--- config.mk ---
export PLATFORM = sky130hd
export DESIGN_NAME = crc_ram
export DESIGN_NICKNAME = d
export VERILOG_FILES = /design/src/sv/crc_ram.sv
export SDC_FILE = /design/constraint.sdc
export NUM_CORES = 1
export LEC_CHECK = 0
export BUFFER_PORTS_ARGS = -buffer_cell sky130_fd_sc_hd__buf_2
export CORE_UTILIZATION = 55
export DETAILED_ROUTE_END_ITERATION = 8
export GPL_TIMING_DRIVEN = 0
export PLACE_DENSITY = 0.78
export REMOVE_ABC_BUFFERS = 1
export SYNTH_ARGS = -nofsm -noshare
export SYNTH_HDL_FRONTEND = slang
export SYNTH_SLANG_ARGS = --single-unit
export TNS_END_PERCENT = 50
--- constraint.sdc ---
create_clock -name clock -period 2.7 [get_ports clock]
set_input_delay 0.54 -clock clock [delete_from_list [all_inputs] [get_ports clock]]
set_output_delay 0.54 -clock clock [all_outputs]
set_load 0.05 [all_outputs]
--- src/sv/crc_ram.sv ---
// ----------------------------------------------------------------------------
// Generic RAM
// Single write port, single read port with registered read data.
// ----------------------------------------------------------------------------
module crc_ram #(
   parameter int WIDTH = 8,
   parameter int DEPTH = 16
) (
   input  logic                     clock,
   input  logic                     wr_en,
   input  logic [$clog2(DEPTH)-1:0] wr_addr,
   input  logic [WIDTH-1:0]         wr_data,
   input  logic [$clog2(DEPTH)-1:0] rd_addr,
   output logic [WIDTH-1:0]         rd_data
);

   logic [WIDTH-1:0] mem_ff [DEPTH];

   always_ff @(posedge clock) begin
      if (wr_en) begin
         mem_ff[wr_addr] <= wr_data;
      end
      rd_data <= mem_ff[rd_addr];
   end

endmodule

==> impl_metrics.csv <==
group,metric,value,unit
outcome,status,"completed",
place,dp_hpwl,5.56,mm
synth,syn_area,0.00515,mm2
power_and_ir_drop,p_leak,2.01,nW
synth,syn_inst,229,
detailed_routing,drc,0,
clock_tree,cts_tree,"done",
finish,drive_gt1_share,28.5,%
place,io_buffer_count,25,
clock_tree,clkSinkCount,136,
finish,diodes,0,
synth,yosys.area_share.xor_xnor,0,%
sta,drv_slew,0,
worst_setup_path,startpoint_type,"input port",
die,num_io_pins,26,
die,dieWidth,98.7,um
detailed_routing,antenna_left,0,
synth,synth_mux_area_share,15.0,%
clock_tree,root_buffer,"clkbuf_8",
die,rows,34,
synth,synth_top_family_by_area,"multiplexers",
place,gp_congestion,0.699,
place,postPlaceCellArea,0.00533,mm2
worst_setup_path,crit_type,"input port to flip-flop",
die,die_area,0.00975,mm2
synth,ys_seq_area_share,77.8,%
sta,fmaxAchievable,490,MHz
sta,worst_pin_slew,1070,ps
power_and_ir_drop,p_comb_share,5.0,%
power_and_ir_drop,switchingPower,1.05,mW
clock_tree,htreeDepth,4,
global_routing,antenna_found_initial,0,
global_routing,grt.overflow.total,0,
sta,rsz0062_at_grt,"no",
worst_setup_path,path_max_fanout,32,
sta,skew,7.00,ps
power_and_ir_drop,ir_worst_vdd,0.000654,V
clock_tree,cts_hold_buf,0,
finish,mostFrequentLayoutCell,"edfxtp_1",
global_routing,grt_max_degree,33,
power_and_ir_drop,clockPowerShare,48.5,%
worst_setup_path,cp_data_required_time,3070,ps
sta,hold_viol,0,
sta,maxSlewHeadroom,28.8,%
synth,synth.avg_cell_area,22.5,um2
place,place_ws,113,ps
sta,fin_crit_sh,75.5,%
detailed_routing,post_drt_wl_per_cell,25.3,um
synth,synth-adder-area-share,0,%
finish,multiInputGateArea,0.00107,mm2
worst_setup_path,critPathArrivalTime,2410,ps
clock_tree,cts_made_buffers,17,
clock_tree,clk_latency,510,ps
finish,final_cell_mix,"edfxtp_1, buf_2, mux4_2",
detailed_routing,viasPerCell,6.28,
clock_tree,postCtsSetupRepairBufs,0,
worst_setup_path,rrSetupSlack,1280,ps
job,cap_violations,0,
hold_path,min_path_type,"input port to flip-flop",
detailed_routing,routed_wl,9.74,mm
finish,final_nets,282,
power_and_ir_drop,switching_share,20.6,%
synth,yosysUniqueCellTypes,19,
global_routing,grt_first_pass_wirelength,14.6,mm
power_and_ir_drop,power_frac_seq,46.5,%
synth,synth-compound-area-share,2.33,%
power_and_ir_drop,power_density,853,mW/mm2
sta,finalSetupViolCount,0,
sta,finalSetupTns,0,ps
synth,ys_ff_latch,136,
die,initial_core_util,57.9,%
finish,area_growth,16.2,%
detailed_routing,drt_iter0_drc,234,
clock_tree,cts_resized,0,
detailed_routing,first_pass_iters,5,
die,coreArea,0.00889,mm2
sta,post-route-min-period,2040,ps
finish,seq_area,0.00400,mm2
finish,nFillCells,530,
die,dieHeight,98.7,um
clock_tree,cts.path.max_buffers,2,
clock_tree,clk_pin_slew_worst_paths,60,ps
worst_setup_path,worstSetupEndpointType,"flip-flop",
global_routing,grt_usage,21.9,%
sta,fin_ws,660,ps
synth,synth-simple-area-share,3.18,%
power_and_ir_drop,p_int,4.05,mW
finish,final_area,0.00598,mm2
synth,ys.warnings.count,0,
global_routing,grt_pass1_vias,2466,
detailed_routing,num_vias,2416,
## Yosys cell counts
library cell / number / area, um2
a22oi_1: 16 / 120
and2_1: 1 / 6.26
and2b_1: 1 / 7.51
buf_2: 3 / 15.0
buf_4: 1 / 7.51
buf_6: 3 / 33.8
clkdlybuf4s25_2: 3 / 30.0
dfxtp_1: 8 / 160
edfxtp_1: 128 / 3840
mux4_1: 14 / 368
mux4_2: 18 / 405
nand2_1: 9 / 33.8
nand2b_1: 2 / 12.5
nand3_1: 1 / 5.00
nand3b_1: 2 / 15.0
nor2_1: 13 / 48.8
nor2b_1: 1 / 6.26
nor3_1: 4 / 20.0
or3b_2: 1 / 8.76
## worst max-delay path, cell delays in order
cell and delay (ps):
buf_2 790, mux4_1 660, a22oi_1 280, nand2_1 130
## logic make-up after synthesis
logic type / after synthesis
buffers and inverters: 10
and+or+nand+nor: 35
DFF: 136
AOI/OAI and AO/OA: 16
muxes: 32
## power groups by stage
stage	clock network [mW]	registers [mW]	logic, mW
final	2.47	2.37	0.253
after global routing	2.58	2.38	0.270
after CTS	2.50	2.37	0.255
after detailed placement	0	2.42	0.252
after global placement	0	2.41	0.243
after floorplan	0	2.46	0.0946
## layer usage
metal | up-vias | track usage (%) | wire [um]
li1 | 1041 | - | -
met5 | - | 0 | 0
met4 | 0 | 7.92 | 48
met3 | 6 | 5.74 | 641
met2 | 111 | 35.0 | 4960
met1 | 1258 | 29.4 | 4090
## final cells by class
| class | count | share of cell area (%) |
|---|---|---|
| clock buffers | 18 | 6.99 |
| clock inverters | 14 | 3.66 |
| multi-input cells | 83 | 17.9 |
| flip-flops and latches | 136 | 66.9 |
| well taps | 108 | 2.26 |
| repair buffers | 26 | 2.22 |
## registers in the layout, summed over array words and instances, names as in the netlist
signal,cells
rd_data,8
mem_ff,128
## path summary, 6_finish.rpt
path                                         startpoint                     end  cells past startpoint
worst min-delay path                         wr_data[1]  mem_ff[6][1]$_DFFE_PP_                      1
worst max-delay path                         rd_addr[0]      rd_data[1]$_DFF_P_                      4
worst min register to register  mem_ff[14][0]$_DFFE_PP_      rd_data[0]$_DFF_P_                      3
worst max register to register   mem_ff[1][3]$_DFFE_PP_      rd_data[3]$_DFF_P_                      3
## stage by stage
stage | hold slack, ps | power (mW) | std cells | utilization (%)
2_1_floorplan | 629 | 2.56 | 219 | -
3_3_place_gp | 661 | 2.66 | 352 | 59.9
3_5_place_dp | 668 | 2.67 | 353 | 60.0
4_1_cts | 392 | 5.13 | 385 | 67.2
5_1_grt | 405 | 5.23 | 385 | 67.3
6_report | 413 | 5.10 | 385 | 67.3
Note: power is estimated with default switching activity, not from simulation.
